===== src/rtl/tscan_pkg.sv =====
// shared types, token codes and keyword tables of the token scanner
`default_nettype none

package tscan_pkg;

	localparam int KW_COUNT       = 11;
	localparam int KW_TEXT_LEN    = 9;
	localparam int FIFO_DEPTH_DEF = 4;

	// token kinds
	localparam logic [5:0] KIND_EOF       = 6'd0;
	localparam logic [5:0] KIND_UNKNOWN   = 6'd1;
	localparam logic [5:0] KIND_KW_FIRST  = 6'd2;
	localparam logic [5:0] KIND_PERIOD    = 6'd13;
	localparam logic [5:0] KIND_COMMA     = 6'd14;
	localparam logic [5:0] KIND_SEMI      = 6'd15;
	localparam logic [5:0] KIND_ASSIGN    = 6'd16;
	localparam logic [5:0] KIND_QUERY     = 6'd17;
	localparam logic [5:0] KIND_BANG      = 6'd18;
	localparam logic [5:0] KIND_EQUAL     = 6'd19;
	localparam logic [5:0] KIND_HASH      = 6'd20;
	localparam logic [5:0] KIND_LESS      = 6'd21;
	localparam logic [5:0] KIND_LESSEQ    = 6'd22;
	localparam logic [5:0] KIND_GREATER   = 6'd23;
	localparam logic [5:0] KIND_GREATEREQ = 6'd24;
	localparam logic [5:0] KIND_PLUS      = 6'd25;
	localparam logic [5:0] KIND_MINUS     = 6'd26;
	localparam logic [5:0] KIND_STAR      = 6'd27;
	localparam logic [5:0] KIND_SLASH     = 6'd28;
	localparam logic [5:0] KIND_LPAREN    = 6'd29;
	localparam logic [5:0] KIND_RPAREN    = 6'd30;
	localparam logic [5:0] KIND_NUMBER    = 6'd31;
	localparam logic [5:0] KIND_IDENT     = 6'd32;

	localparam logic [23:0] LINE_MAX  = '1;
	localparam logic [15:0] COUNT_MAX = '1;
	localparam logic [62:0] NUM_MAX   = '1;

	typedef logic [KW_COUNT-1:0] kw_mask_t;
	localparam kw_mask_t KW_ALL = '1;

	// keyword text, left aligned, zero padded
	typedef logic [0:KW_TEXT_LEN-1][7:0] kw_text_t;
	localparam kw_text_t KW_TEXT [KW_COUNT] = '{
		{"const", 32'h0}, {"var", 48'h0}, {"procedure"}, {"call", 40'h0},
		{"begin", 32'h0}, {"end", 48'h0}, {"if", 56'h0}, {"then", 40'h0},
		{"while", 32'h0}, {"do", 56'h0}, {"odd", 48'h0}
	};
	localparam logic [3:0] KW_LEN [KW_COUNT] = '{
		4'd5, 4'd3, 4'd9, 4'd4, 4'd5, 4'd3, 4'd2, 4'd4, 4'd5, 4'd2, 4'd3
	};

	// pending token class
	typedef enum logic [5:0] {
		P_NONE    = 6'b000001,
		P_WORD    = 6'b000010,
		P_NUM     = 6'b000100,
		P_COLON   = 6'b001000,
		P_LESS    = 6'b010000,
		P_GREATER = 6'b100000
	} pend_t;

	typedef struct packed {
		logic [5:0]  token_kind;
		logic [23:0] token_line;
		logic [15:0] token_column;
		logic [15:0] token_length;
		logic [62:0] number_value;
		logic        number_overflow;
		logic [7:0]  odd_byte;
		logic        run_last;
	} token_t;

	// results of one byte, handed to the result queue
	typedef struct packed {
		logic [1:0] cnt;
		token_t     first;
		token_t     second;
	} push_t;

	function automatic logic [15:0] sat16(input logic [15:0] v);
		return (v == COUNT_MAX) ? v : v + 16'd1;
	endfunction

	function automatic logic [7:0] to_lower(input logic [7:0] c);
		return (c >= "A" && c <= "Z") ? c + 8'd32 : c;
	endfunction

	// keep the keywords whose character at pos matches c
	function automatic kw_mask_t kw_filter(input kw_mask_t mask, input logic [15:0] pos,
			input logic [7:0] c);
		logic [7:0] lc;
		kw_mask_t   res;
		lc  = to_lower(c);
		res = '0;
		for (int i = 0; i < KW_COUNT; i++) begin
			if (mask[i] && pos < {12'd0, KW_LEN[i]}) begin
				if (lc == KW_TEXT[i][pos[3:0]])
					res[i] = 1'b1;
			end
		end
		return res;
	endfunction

	function automatic logic [5:0] kw_kind(input kw_mask_t mask, input logic [15:0] len);
		logic [5:0] kind;
		kind = KIND_IDENT;
		for (int i = 0; i < KW_COUNT; i++) begin
			if (mask[i] && len == {12'd0, KW_LEN[i]})
				kind = KIND_KW_FIRST + 6'(i);
		end
		return kind;
	endfunction

	function automatic logic [5:0] single_kind(input logic [7:0] c);
		logic [5:0] kind;
		case (c)
			".":     kind = KIND_PERIOD;
			",":     kind = KIND_COMMA;
			";":     kind = KIND_SEMI;
			"?":     kind = KIND_QUERY;
			"!":     kind = KIND_BANG;
			"=":     kind = KIND_EQUAL;
			"#":     kind = KIND_HASH;
			"+":     kind = KIND_PLUS;
			"-":     kind = KIND_MINUS;
			"*":     kind = KIND_STAR;
			"/":     kind = KIND_SLASH;
			"(":     kind = KIND_LPAREN;
			")":     kind = KIND_RPAREN;
			default: kind = KIND_UNKNOWN;
		endcase
		return kind;
	endfunction

endpackage

`default_nettype wire


===== src/rtl/tscan_ifs.sv =====
// valid/ready channels for source bytes and tokens
`default_nettype none

interface tscan_byte_if;
	logic       valid;
	logic       ready;
	logic [7:0] source_byte;

	modport source(output valid, output source_byte, input ready);
	modport sink(input valid, input source_byte, output ready);
endinterface

interface tscan_token_if;
	logic        valid;
	logic        ready;
	logic [5:0]  token_kind;
	logic [23:0] token_line;
	logic [15:0] token_column;
	logic [15:0] token_length;
	logic [62:0] number_value;
	logic        number_overflow;
	logic [7:0]  odd_byte;
	logic        run_last;

	modport source(output valid, output token_kind, output token_line, output token_column,
		output token_length, output number_value, output number_overflow,
		output odd_byte, output run_last, input ready);
	modport sink(input valid, input token_kind, input token_line, input token_column,
		input token_length, input number_value, input number_overflow,
		input odd_byte, input run_last, output ready);
endinterface

`default_nettype wire


===== src/rtl/tscan_core.sv =====
// scanner state and per-byte token decision
`default_nettype none

module tscan_core (
	input  wire logic              clk,
	input  wire logic              arst_n,
	input  wire logic              fire,
	input  wire logic [7:0]        src_byte,
	output tscan_pkg::push_t       push,
	output logic                   ended
);

	tscan_pkg::pend_t    pend_q, pend_d;
	tscan_pkg::kw_mask_t kw_q, kw_d;
	logic [62:0]         acc_q, acc_d;
	logic                ovf_q, ovf_d;
	logic [15:0]         plen_q, plen_d;
	logic [23:0]         line_q, line_d;
	logic [15:0]         col_q, col_d;
	logic [15:0]         start_q, start_d;
	logic                ended_q, ended_d;

	logic                alpha, digit, blank;
	logic [15:0]         col_inc;
	logic [66:0]         acc_wide;
	logic                has_flush, has_new;
	tscan_pkg::token_t   flush_tok, new_tok, first, second;
	logic [1:0]          cnt;

	always_comb begin
		alpha    = (src_byte >= "A" && src_byte <= "Z") ||
		           (src_byte >= "a" && src_byte <= "z") || src_byte == "_";
		digit    = src_byte >= "0" && src_byte <= "9";
		blank    = src_byte == 8'h20 || src_byte == 8'h09 || src_byte == 8'h0D ||
		           src_byte == 8'h0C || src_byte == 8'h0B;
		col_inc  = tscan_pkg::sat16(col_q);
		// times ten plus digit, no multiplier
		acc_wide = 67'({acc_q, 3'b000}) + 67'({acc_q, 1'b0}) + 67'(src_byte[3:0]);

		pend_d  = pend_q;
		kw_d    = kw_q;
		acc_d   = acc_q;
		ovf_d   = ovf_q;
		plen_d  = plen_q;
		line_d  = line_q;
		col_d   = col_q;
		start_d = start_q;
		ended_d = ended_q;

		// token for whatever is pending
		flush_tok              = '0;
		flush_tok.token_line   = line_q;
		flush_tok.token_column = start_q;
		flush_tok.token_length = 16'd1;
		has_flush              = 1'b1;
		case (pend_q)
			tscan_pkg::P_WORD: begin
				flush_tok.token_kind   = tscan_pkg::kw_kind(kw_q, plen_q);
				flush_tok.token_length = plen_q;
			end
			tscan_pkg::P_NUM: begin
				flush_tok.token_kind      = tscan_pkg::KIND_NUMBER;
				flush_tok.token_length    = plen_q;
				flush_tok.number_value    = acc_q;
				flush_tok.number_overflow = ovf_q;
			end
			tscan_pkg::P_COLON: begin
				flush_tok.token_kind = tscan_pkg::KIND_UNKNOWN;
				flush_tok.odd_byte   = ":";
			end
			tscan_pkg::P_LESS:    flush_tok.token_kind = tscan_pkg::KIND_LESS;
			tscan_pkg::P_GREATER: flush_tok.token_kind = tscan_pkg::KIND_GREATER;
			default:              has_flush = 1'b0;
		endcase

		new_tok              = '0;
		new_tok.token_line   = line_q;
		new_tok.token_column = col_q;
		has_new              = 1'b0;

		first  = '0;
		second = '0;
		cnt    = 2'd0;

		if (ended_q) begin
			// eof answered for every byte after the end
			first = new_tok;
			cnt   = 2'd1;
		end else if (pend_q == tscan_pkg::P_WORD && (alpha || digit)) begin
			kw_d   = tscan_pkg::kw_filter(kw_q, plen_q, src_byte);
			plen_d = tscan_pkg::sat16(plen_q);
			col_d  = col_inc;
		end else if (pend_q == tscan_pkg::P_NUM && digit) begin
			if (!ovf_q && acc_wide[66:63] == 4'd0) begin
				acc_d = acc_wide[62:0];
			end else begin
				ovf_d = 1'b1;
				acc_d = tscan_pkg::NUM_MAX;
			end
			plen_d = tscan_pkg::sat16(plen_q);
			col_d  = col_inc;
		end else if ((pend_q == tscan_pkg::P_COLON || pend_q == tscan_pkg::P_LESS ||
		              pend_q == tscan_pkg::P_GREATER) && src_byte == "=") begin
			first              = flush_tok;
			first.token_length = 16'd2;
			first.odd_byte     = 8'd0;
			first.token_kind   = (pend_q == tscan_pkg::P_COLON) ? tscan_pkg::KIND_ASSIGN :
			                     (pend_q == tscan_pkg::P_LESS)  ? tscan_pkg::KIND_LESSEQ :
			                                                      tscan_pkg::KIND_GREATEREQ;
			cnt    = 2'd1;
			pend_d = tscan_pkg::P_NONE;
			plen_d = 16'd0;
			col_d  = col_inc;
		end else begin
			pend_d = tscan_pkg::P_NONE;
			kw_d   = tscan_pkg::KW_ALL;
			acc_d  = '0;
			ovf_d  = 1'b0;
			plen_d = 16'd0;
			if (src_byte == 8'h00) begin
				new_tok.token_kind   = tscan_pkg::KIND_EOF;
				new_tok.token_length = 16'd0;
				has_new              = 1'b1;
				ended_d              = 1'b1;
			end else if (src_byte == 8'h0A) begin
				line_d = (line_q == tscan_pkg::LINE_MAX) ? line_q : line_q + 24'd1;
				col_d  = 16'd1;
			end else if (blank) begin
				col_d = col_inc;
			end else if (alpha) begin
				kw_d    = tscan_pkg::kw_filter(tscan_pkg::KW_ALL, 16'd0, src_byte);
				pend_d  = tscan_pkg::P_WORD;
				plen_d  = 16'd1;
				start_d = col_q;
				col_d   = col_inc;
			end else if (digit) begin
				acc_d   = 63'(src_byte[3:0]);
				pend_d  = tscan_pkg::P_NUM;
				plen_d  = 16'd1;
				start_d = col_q;
				col_d   = col_inc;
			end else if (src_byte == ":" || src_byte == "<" || src_byte == ">") begin
				pend_d  = (src_byte == ":") ? tscan_pkg::P_COLON :
				          (src_byte == "<") ? tscan_pkg::P_LESS : tscan_pkg::P_GREATER;
				plen_d  = 16'd1;
				start_d = col_q;
				col_d   = col_inc;
			end else begin
				new_tok.token_kind   = tscan_pkg::single_kind(src_byte);
				new_tok.token_length = 16'd1;
				new_tok.odd_byte     = (new_tok.token_kind == tscan_pkg::KIND_UNKNOWN) ?
				                       src_byte : 8'd0;
				has_new              = 1'b1;
				col_d                = col_inc;
			end
			first  = has_flush ? flush_tok : new_tok;
			second = new_tok;
			cnt    = {1'b0, has_flush} + {1'b0, has_new};
		end

		if (cnt == 2'd2)
			second.run_last = 1'b1;
		else if (cnt == 2'd1)
			first.run_last = 1'b1;

		push.cnt    = fire ? cnt : 2'd0;
		push.first  = first;
		push.second = second;
	end

	always_ff @(posedge clk or negedge arst_n) begin
		if (!arst_n) begin
			pend_q  <= tscan_pkg::P_NONE;
			kw_q    <= tscan_pkg::KW_ALL;
			acc_q   <= '0;
			ovf_q   <= 1'b0;
			plen_q  <= '0;
			line_q  <= 24'd1;
			col_q   <= 16'd1;
			start_q <= 16'd1;
			ended_q <= 1'b0;
		end else if (fire) begin
			pend_q  <= pend_d;
			kw_q    <= kw_d;
			acc_q   <= acc_d;
			ovf_q   <= ovf_d;
			plen_q  <= plen_d;
			line_q  <= line_d;
			col_q   <= col_d;
			start_q <= start_d;
			ended_q <= ended_d;
		end
	end

	assign ended = ended_q;

endmodule

`default_nettype wire


===== src/rtl/tscan_fifo.sv =====
// result queue, up to two words in and one word out per cycle
`default_nettype none

module tscan_fifo #(
	parameter int DEPTH = tscan_pkg::FIFO_DEPTH_DEF,
	localparam int PW = $clog2(DEPTH),
	localparam int LW = $clog2(DEPTH + 1)
) (
	input  wire logic              clk,
	input  wire logic              arst_n,
	input  wire tscan_pkg::push_t  push,
	input  wire logic              pop,
	output tscan_pkg::token_t      head,
	output logic                   head_valid,
	output logic [LW-1:0]          level
);

	tscan_pkg::token_t mem_q [DEPTH];
	logic [PW-1:0]     wr_q, rd_q, wr_p1, wr_p2;
	logic [LW-1:0]     level_q;

	function automatic logic [PW-1:0] wrap_inc(input logic [PW-1:0] p);
		return (p == PW'(DEPTH - 1)) ? '0 : p + 1'b1;
	endfunction

	assign wr_p1 = wrap_inc(wr_q);
	assign wr_p2 = wrap_inc(wr_p1);

	always_ff @(posedge clk) begin
		if (push.cnt != 2'd0)
			mem_q[wr_q] <= push.first;
		if (push.cnt == 2'd2)
			mem_q[wr_p1] <= push.second;
	end

	always_ff @(posedge clk or negedge arst_n) begin
		if (!arst_n) begin
			wr_q    <= '0;
			rd_q    <= '0;
			level_q <= '0;
		end else begin
			case (push.cnt)
				2'd1:    wr_q <= wr_p1;
				2'd2:    wr_q <= wr_p2;
				default: wr_q <= wr_q;
			endcase
			if (pop)
				rd_q <= wrap_inc(rd_q);
			level_q <= level_q + LW'(push.cnt) - LW'(pop);
		end
	end

	assign head       = mem_q[rd_q];
	assign head_valid = level_q != '0;
	assign level      = level_q;

endmodule

`default_nettype wire


===== src/rtl/pl0_token_scanner.sv =====
// token scanner top level: byte input stage, scanner core and result queue
//
// src carries one source byte per word; byte 0 marks the end of the text.
// tok carries one token per word: kind, start line and column, length,
// number value and overflow flag, offending byte of an unknown token, and
// run_last, set on the last token caused by one source byte.
// a byte is taken into the input register; when the queue has room, the core
// updates its state and writes zero, one or two tokens into the result queue.
// a token passes from the input register through the core into the result
// queue, whose head drives tok.
// throughput: one byte per cycle as long as bytes produce at most one token
// each and tok is taken; a byte that produces two tokens slows the output
// side, since the queue has a single read port.
// the core only advances when the queue has room for two words, so a stalled
// tok lets the queue fill past FIFO_DEPTH - 2 words, then the input register holds its
// byte and src.ready drops.
// after the end byte every further byte is answered with one end token.
// reset clears the queue and puts the scanner at line 1, column 1.
`default_nettype none

module pl0_token_scanner #(
	parameter int FIFO_DEPTH = tscan_pkg::FIFO_DEPTH_DEF
) (
	input  wire logic     clk,
	input  wire logic     arst_n,
	tscan_byte_if.sink    src,
	tscan_token_if.source tok
);

	localparam int LW = $clog2(FIFO_DEPTH + 1);

	// input register
	logic              valid_s1;
	logic [7:0]        byte_s1;
	logic              fire;
	logic              ended;
	logic              pop;
	logic [LW-1:0]     level;
	tscan_pkg::push_t  push;
	tscan_pkg::token_t head;
	logic              head_valid;

	// work on the held byte only when both result words can be stored
	assign fire      = valid_s1 && (level <= LW'(FIFO_DEPTH - 2));
	assign src.ready = !valid_s1 || fire;

	always_ff @(posedge clk or negedge arst_n) begin
		if (!arst_n) begin
			valid_s1 <= 1'b0;
		end else if (src.valid && src.ready) begin
			valid_s1 <= 1'b1;
		end else if (fire) begin
			valid_s1 <= 1'b0;
		end
	end

	always_ff @(posedge clk) begin
		if (src.valid && src.ready)
			byte_s1 <= src.source_byte;
	end

	// scanner state and token decision
	tscan_core u_core (
		.clk      (clk),
		.arst_n   (arst_n),
		.fire     (fire),
		.src_byte (byte_s1),
		.push     (push),
		.ended    (ended)
	);

	// result queue decouples tok stalls from the scanner
	tscan_fifo #(
		.DEPTH (FIFO_DEPTH)
	) u_fifo (
		.clk        (clk),
		.arst_n     (arst_n),
		.push       (push),
		.pop        (pop),
		.head       (head),
		.head_valid (head_valid),
		.level      (level)
	);

	assign pop                 = tok.valid && tok.ready;
	assign tok.valid           = head_valid;
	assign tok.token_kind      = head.token_kind;
	assign tok.token_line      = head.token_line;
	assign tok.token_column    = head.token_column;
	assign tok.token_length    = head.token_length;
	assign tok.number_value    = head.number_value;
	assign tok.number_overflow = head.number_overflow;
	assign tok.odd_byte        = head.odd_byte;
	assign tok.run_last        = head.run_last;

	// a byte never yields more than two tokens
	a_push_cnt: assert property (@(posedge clk) disable iff (!arst_n)
		push.cnt != 2'd3)
		else $error("more than two tokens from one byte");

	// only the second of two tokens closes the byte
	a_pair_last: assert property (@(posedge clk) disable iff (!arst_n)
		push.cnt == 2'd2 |-> push.second.run_last && !push.first.run_last)
		else $error("run_last misplaced on token pair");

	a_single_last: assert property (@(posedge clk) disable iff (!arst_n)
		push.cnt == 2'd1 |-> push.first.run_last)
		else $error("run_last missing on single token");

	// queue never overfills
	a_level: assert property (@(posedge clk) disable iff (!arst_n)
		level <= LW'(FIFO_DEPTH))
		else $error("result queue overflow");

	// end of input stays until reset
	a_ended: assert property (@(posedge clk) disable iff (!arst_n)
		ended |=> ended)
		else $error("end of input flag dropped");

endmodule

`default_nettype wire


===== src/flat_wrapper.sv =====
// flat-port wrapper written by rule: the top's interface ports become plain ports
module pl0_token_scanner_flat 
#(
	parameter int FIFO_DEPTH = tscan_pkg::FIFO_DEPTH_DEF
)
  (clk, arst_n, src_valid, src_source_byte, src_ready, tok_valid, tok_token_kind, tok_token_line, tok_token_column, tok_token_length, tok_number_value, tok_number_overflow, tok_odd_byte, tok_run_last, tok_ready);
  tscan_byte_if src_i ();
  tscan_token_if tok_i ();
  input  wire logic clk;
  input  wire logic arst_n;
  input wire logic [$bits(src_i.valid)-1:0] src_valid;
  input wire logic [$bits(src_i.source_byte)-1:0] src_source_byte;
  output wire logic [$bits(src_i.ready)-1:0] src_ready;
  output wire logic [$bits(tok_i.valid)-1:0] tok_valid;
  output wire logic [$bits(tok_i.token_kind)-1:0] tok_token_kind;
  output wire logic [$bits(tok_i.token_line)-1:0] tok_token_line;
  output wire logic [$bits(tok_i.token_column)-1:0] tok_token_column;
  output wire logic [$bits(tok_i.token_length)-1:0] tok_token_length;
  output wire logic [$bits(tok_i.number_value)-1:0] tok_number_value;
  output wire logic [$bits(tok_i.number_overflow)-1:0] tok_number_overflow;
  output wire logic [$bits(tok_i.odd_byte)-1:0] tok_odd_byte;
  output wire logic [$bits(tok_i.run_last)-1:0] tok_run_last;
  input wire logic [$bits(tok_i.ready)-1:0] tok_ready;
  assign src_i.valid = src_valid;
  assign src_i.source_byte = src_source_byte;
  assign src_ready = src_i.ready;
  assign tok_valid = tok_i.valid;
  assign tok_token_kind = tok_i.token_kind;
  assign tok_token_line = tok_i.token_line;
  assign tok_token_column = tok_i.token_column;
  assign tok_token_length = tok_i.token_length;
  assign tok_number_value = tok_i.number_value;
  assign tok_number_overflow = tok_i.number_overflow;
  assign tok_odd_byte = tok_i.odd_byte;
  assign tok_run_last = tok_i.run_last;
  assign tok_i.ready = tok_ready;
  pl0_token_scanner #(.FIFO_DEPTH(FIFO_DEPTH)) u_core (.clk(clk), .arst_n(arst_n), .src(src_i), .tok(tok_i));
endmodule

===== config.mk =====
export PLATFORM = sky130hd
export DESIGN_NAME = pl0_token_scanner_flat
export DESIGN_NICKNAME = d
export VERILOG_FILES = /design/src/rtl/tscan_pkg.sv /design/src/rtl/tscan_ifs.sv /design/src/rtl/tscan_core.sv /design/src/rtl/tscan_fifo.sv /design/src/rtl/pl0_token_scanner.sv /design/src/flat_wrapper.sv
export SDC_FILE = /design/constraint.sdc
export NUM_CORES = 2
export LEC_CHECK = 0
export ABC_AREA = 1
export CAP_MARGIN = 40
export CORE_MARGIN = 2
export CORE_UTILIZATION = 55
export DETAILED_ROUTE_END_ITERATION = 6
export DONT_BUFFER_PORTS = 1
export GPL_TIMING_DRIVEN = 0
export PLACE_DENSITY = 0.76
export SYNTH_ARGS = -nofsm -noshare
export SYNTH_HDL_FRONTEND = slang
export SYNTH_SLANG_ARGS = --single-unit

===== constraint.sdc =====
create_clock -name clk -period 7.1 [get_ports clk]
set_clock_uncertainty 0.05 [all_clocks]
set_input_delay 1.42 -clock clk [delete_from_list [all_inputs] [get_ports clk]]
set_output_delay 1.42 -clock clk [all_outputs]
set_load 0.005 [all_outputs]

== Word-level counts from Yosys, hierarchy flattened ==
Memory sizes are Yosys's and may differ from the RTL's. A register that Yosys moved wholly into a read port is not among the register bits.
Index checks and enable logic that the tools add are counted.

* Register bits: 170
* Bits in latches: 0
* Bits in writable memories: 540
* Bits in read-only memories: 1728
* Bits of input ports: 12
* Memories: 13

* Add/subtract/negate cells: 12
* Multipliers: 0
* Divide/modulo/power cells: 0
* $lt $le $gt $ge: 13
* Eq/ne operators: 58
* Shift-type cells: 0
* Multiplexer cells: 192
* Bitwise logic cells: 9
* Reductions and logical operators: 64

{| class="wikitable"
|+ Memory list
! memory !! depth !! bits a word !! rd ports !! clocked after Yosys merged registers in !! write ports !! RTL line !! RTL
|-
| u_core.u_fifo.mem_q || 4 || 135 || 1 || 0 || 2 || tscan_fifo.sv:18 || <nowiki>tscan_pkg::token_t mem_q [DEPTH];</nowiki>
|-
| (no name shown) || 64 || 5 || 1 || 1 || 0 || tscan_pkg.sv:117 || <nowiki>case (c)</nowiki>
|-
| (no name shown) || 16 || 8 || 1 || 0 || 0 || tscan_pkg.sv:98 || <nowiki>if (lc == KW_TEXT[i][pos[3:0]])</nowiki>
|-
| (no name shown) || 16 || 8 || 1 || 0 || 0 || tscan_pkg.sv:98 ||
|-
| (no name shown) || 16 || 8 || 1 || 0 || 0 || tscan_pkg.sv:98 ||
|-
| (no name shown) || 16 || 8 || 1 || 0 || 0 || tscan_pkg.sv:98 ||
|-
| 7 more memories || -- || -- || -- || -- || -- || -- ||
|}

{| class="wikitable"
|+ Operators with widths
! operator !! number
|-
| two-way mux 135 bit || 9
|-
| two-way mux 8 bit || 30
|-
| two-way mux 6 bit || 39
|-
| two-way mux 16 bit || 13
|-
| two-way mux 63 bit || 3
|-
| equality test 8 x 7 -> 1 bit, second input constant || 11
|-
| equality test 8 bit || 11
|-
| two-way mux 11 bit || 7
|-
| two-way mux 1 bit || 73
|-
| adder 66 x 64 -> 67 bit || 1
|-
| adder 67 x 4 -> 67 bit || 1
|-
| two-way mux 64 bit || 1
|-
| equality test 8 x 4 -> 1 bit, second input constant || 5
|-
| equality test 8 x 6 -> 1 bit, second input constant || 5
|-
| adder 16 x 1 -> 16 bit, second input constant || 2
|-
| equality test 16 bit, second input constant || 2
|-
| equality test 16 x 2 -> 1 bit, second input constant || 2
|-
| equality test 16 x 3 -> 1 bit, second input constant || 2
|-
| logical AND 1 bit || 32
|-
| less-than comparator 16 x 2 -> 1 bit, second input constant || 2
|-
| less-than comparator 16 x 3 -> 1 bit, second input constant || 2
|-
| case mux 6 bit (5 select lines) || 1
|-
| two-way mux 4 bit || 7
|-
| adder 24 x 1 -> 24 bit, second input constant || 1
|-
| other kinds (43) || 86
|}

== Longest topological paths before layout ==
* Depth in word-level cells: 28
* Depth in mapped cells: 24
* Gate-level depth less buffers: 23

== Hierarchy ==
From an unflattened synthesis, not the netlist that was laid out.

* Cell total of the unflattened synthesis: 5743
* Area, all modules: 44701.6 um2

{| class="wikitable"
|+ Modules (own cells, without submodules)
! module !! instances !! cells an instance !! area each (um2) !! sequential area each (um2)
|-
| tscan_fifo || 1 || 2835 || 26534.2 || 16390.7
|-
| tscan_core || 1 || 2888 || 17848.4 || 3872.5
|-
| pl0_token_scanner || 1 || 20 || 319.1 || 265.3
|}

== Worst setup path after synthesis ==
Ideal clock, no wire load.

* Kind: register -> register
* From: register u_core.byte_s1[6]
* To: memory u_core.u_fifo.mem_q[0][1] (netlist name) (data pin)
* Setup time: 0.149 ns
* Data arrival time: 4.788 ns
* Setup slack: 2.112 ns
* Stages on the path, launching flop included: 21
* Buffers on the path: 0
* Period minus slack after synthesis: 4.988 ns
* Path through: edfxtp_1 -> nor2_2 -> nand2_1 -> nor2_1 -> inv_1 -> o21ai_0 -> nor2_1 -> nand2_1 -> nor2_1 -> ha_1 -> or2_2 -> o21ai_1 -> inv_1 -> nand2_1 -> ha_1 -> nand2_1 -> clkinv_1 -> nor2_1 -> inv_1 -> o21ai_0 -> nor2_1

{| class="wikitable"
|+ RTL lines
! what !! RTL line !! RTL
|-
| from (decl) || pl0_token_scanner.sv:34 || <nowiki>logic [7:0] byte_s1;</nowiki>
|-
| from (signal assigned) || pl0_token_scanner.sv:59 || <nowiki>byte_s1 <= src.source_byte;</nowiki>
|-
| to (decl) || tscan_fifo.sv:18 ||
|}

==> summary.md <==
| Metric | Value |
|---|---|
| Crit-path max FO | `10` |
| GP Congestion | `0.997` |
| Max transition margin | `37.6%` |
| Post-route fraction of the period consumed by the critical path | `96.8%` |
| Net count after synthesis | `5641` |
| Final hold violations | `0` |
| Start-to-end type of the worst setup path | `reg -> reg` |
| Starting utilization of the core area | `55.4%` |
| Count of max-cap constraint violations | `0` |
| IO Count | `149` |
| First-pass GRT wire length | `207000 um` |
| Buffers from clock root to sink, at most | `3` |
| Initial antenna violation count | `2` |
| Clk sinks | `715` |
| Largest net degree at the start of global routing | `between 150 and 200` |
| FP Rows | `a little under 100` |
| Count of warnings emitted by yosys | `0` |
| Slew at the pin closest to its max-slew limit | `0.936 ns` |
| Largest stage delay on the critical path | `0.69 ns` |
| Crit path buffers/inverters | `8` |
| Flops & latches, synth | `715` |
| Via Count | `a little under 40000` |
| Die Width | `approximately 270 um` |
| Inst Count DP | `about 6400` |
| Antenna cells | `0` |
| Final cell count without fillers | `6588` |
| Shortest clock period the worst path allows after layout | `just under 7 ns` |
| Number of fill cells in the layout | `roughly 6600` |
| Worst setup EP type | `flip-flop` |
| Placement-stage worst setup slack | `0.622 ns` |
| Crit-path cells | `buf_4 -> nand2_1 -> nor2_1 -> nand4_1 -> nand3_4 -> inv_1 -> nand2_1 -> nor2_1 -> ha_1 -> or2_2 -> o21ai_1 -> inv_1 -> nand2_1 -> ha_1 -> nand2_1 -> clkinv_1 -> nor2_1 -> inv_1 -> clkbuf_1 -> buf_8 -> clkbuf_1 -> o21ai_0` |
| Portion of synthesized cell area occupied by the leading cell type | `17.0%` |
| Maximum vdd ir drop | `224 uV` |
| Final worst setup slack | `approximately 0.23 ns` |
| Outcome | `finished, final reports clean` |
| Number of instances resized during post-cts repair | `0` |
| Combined global-route utilization of all metal layers | `35.2%` |
| Number of optimization iterations in the first detailed-route pass | `7` |
| Area taken by flip-flops and latches | `0.0174 sq mm` |
| Clock-pin slew of the registers on the worst-case setup and hold paths | `0.06 ns` |
| Vias/cell | `5.88` |
| DP Wirelength | `99400 um` |
| Commonest cells post-synth | `1648 x nand2_1, 588 x nor2_1, 525 x o21ai_0` |
| Total number of H-tree levels | `3` |
| Count of flip-flops with a built-in enable after synthesis | `228` |
| Sequential share of the synthesized area | `43.2%` |
| Total wire length | `134000 um` |
| Total congestion overflow | `0` |
| Share of synthesized registers carrying an async set or reset | `22.7%` |
| Worst path most repeated cell | `nand2_1` |
| DR DRC count | `0` |
| Leakage power total | `19.1 nW` |
| Pwr dens | `325 mW/mm^2` |
| Average instance area after synthesis | `7.37 sq um` |
| TritonCTS clock tree | `done` |
| Avg WL per Cell | `20.4 um` |
| Setup TNS | `0 ns` |
| Final ANT Viol Nets | `0` |
| Fin. max-slew vios | `0` |
| Latest clock arrival within the worst-skew pair | `~0.64 ns` |
| Port bufs | `0` |
| Family with the most delay on the worst path | `buffers and inverters` |
| Slowest cell on the critical path | `edfxtp_1` |
| Total power draw | `0.0144 W` |
| Number of nets in the finished design | `5737` |
| Hold-fix buffers, CTS | `0` |
| Core Box Area | `0.0727 sq mm` |
| Number of CTS-inserted buffers | `77` |
| Number of global-route vias before repair | `36000` |
| Share of post-route cells with drive strength above 1 | `under 10%` |
| Number of setup violations in the final report | `0` |
| Unrepaired setup endpoints after global routing | `false` |
| Tightest Hold Check Type | `reg -> reg` |
| Worst hold margin | `0.396 ns` |
| Library cells used by synthesis | `54` |
| Area Overhead vs Synth | `10.1%` |
| Flip-flop cell with the highest count after synthesis | `dfxtp_1` |
| Chip height | `275 um` |
| Buffer cell driving the clock tree root | `clkbuf_16` |
| Mapped Cells | `roughly 5500` |
| Category of the worst setup path launch point | `flip-flop` |
| Area enclosed by the die boundary | `0.0754 sq mm` |
| Critical path data required time | `around 7.4 ns` |
| Area of the mapped netlist | `0.0403 sq mm` |
| Setup bufs post-CTS | `0` |
| Count leader, synth | `nand2_1` |
| Cell types with the largest area share after synthesis | `edfxtp_1 17%, dfxtp_1 16%, nand2_1 15%, dfrtp_1 9.1%, o21ai_0 6.5%` |
| Library cell with the largest summed area after synthesis | `edfxtp_1` |
| Initial DRC Count | `roughly 4500` |
| Footprint of the multi-input gates | `0.0202 sq mm` |
| Arr. time, crit path | `a little over 7 ns` |
| Achievable frequency | `145 MHz` |
## layer usage
layer  up-vias  routed length, um  track usage (%)
met5         -                 13                0
met4         2               5090             13.5
met3       306              14800             8.35
met2      1988              57600             53.3
met1     18200              56700             48.7
li1      18300                  -                -
## per-stage QoR
step	instance area, sq um	utilization (%)
after floorplan	40300	-
after global placement	41500	57.1
after detailed placement	41800	57.4
after CTS	44400	61.0
after global routing	44400	61.0
final	44400	61.0
## registers in the layout (all words and copies together) (netlist names), 2 cells and up, named ones only
signal / cells
u_core.u_fifo.mem_q: 540
u_core.u_core.acc_q: 63
u_core.u_core.line_q: 24
u_core.u_core.col_q: 16
u_core.u_core.plen_q: 16
u_core.u_core.start_q: 16
u_core.u_core.kw_q: 11
u_core.byte_s1: 8
u_core.u_core.pend_q: 6
u_core.u_fifo.level: 3
u_core.u_fifo.rd_q: 2
u_core.u_fifo.wr_q: 2
## placed cells by master (no fill, tap or decap), drive strengths merged, types with 4 or more instances in the layout
cell type / count
a211oi: 4
nor4: 8
a21oi: 114
ha: 156
clkinv: 30
nand3: 257
a31oi: 8
o211ai: 10
clkbuf: 325
nand4: 51
dfrtp: 147
or2: 6
nor3: 71
edfxtp: 228
o22ai: 157
o21bai: 16
nor2: 618
dfstp: 15
dfxtp: 325
buf: 67
inv: 420
xnor2: 11
nand2: 1652
o21ai: 805
bufinv: 7
xor2: 87
a21o: 6
## path summary, 6_finish.rpt
| path | slack [ns] | startpoint | depth (start not counted) | to |
|---|---|---|---|---|
| max in group asynchronous | 6.15 | arst_n | 0 | u_core.u_core.col_q[0] |
| min in group asynchronous | 0.45 | arst_n | 0 | u_core.u_core.acc_q[42] |
| hold / removal | 0.40 | u_core.u_fifo.mem_q[1][86] | 2 | u_core.u_fifo.mem_q[1][86] |
| hold reg to reg | 0.40 | u_core.u_fifo.mem_q[1][86] | 2 | u_core.u_fifo.mem_q[1][86] |
| setup / recovery | 0.23 | u_core.byte_s1[3] | 22 | u_core.u_fifo.mem_q[1][107] |
| setup reg to reg | 0.23 | u_core.byte_s1[3] | 22 | u_core.u_fifo.mem_q[1][107] |
## layout make-up
type / instances / area share (%)
buffer: 267 / 2.54
clock buffer: 108 / 4.88
clock inverter: 34 / 0.937
inverter: 425 / 3.61
tap: 959 / 2.71
timing repair buffer: 17 / 0.581
sequential: 715 / 39.3
multi-input combinational: 4063 / 45.5
## power breakdown
| part | switching (W) | internal, W |
|---|---|---|
| logic | 0.00419 | 0.00126 |
| registers | 0.000202 | 0.00465 |
| clock network | 0.00171 | 0.00240 |
## cells by family (layout without fill, tap and decap cells)
logic type,after synthesis,in the layout,share of synthesized area [%]
AOI/OAI and AO/OA,1134,1134,15.0
xor gates and xnor gates,98,98,2.13
adders and majority gates,159,159,4.99
buffers and inverters,692,851,6.75
DFF,715,715,43.2
and+or+nand+nor,2672,2672,27.9
## worst register-to-register path, stage by stage (launching register included)
cell and delay [ns]:
edfxtp_1 0.69, buf_4 0.32, nand2_1 0.17, nor2_1 0.25, nand4_1 0.17, nand3_4 0.20
inv_1 0.12, nand2_1 0.24, nor2_1 0.11, ha_1 0.27, or2_2 0.30, o21ai_1 0.45
inv_1 0.31, nand2_1 0.22, ha_1 0.28, nand2_1 0.13, clkinv_1 0.24, nor2_1 0.22
inv_1 0.13, clkbuf_1 0.59, buf_8 0.25, clkbuf_1 0.65, o21ai_0 0.23
Power figures use the tool's default switching activity.
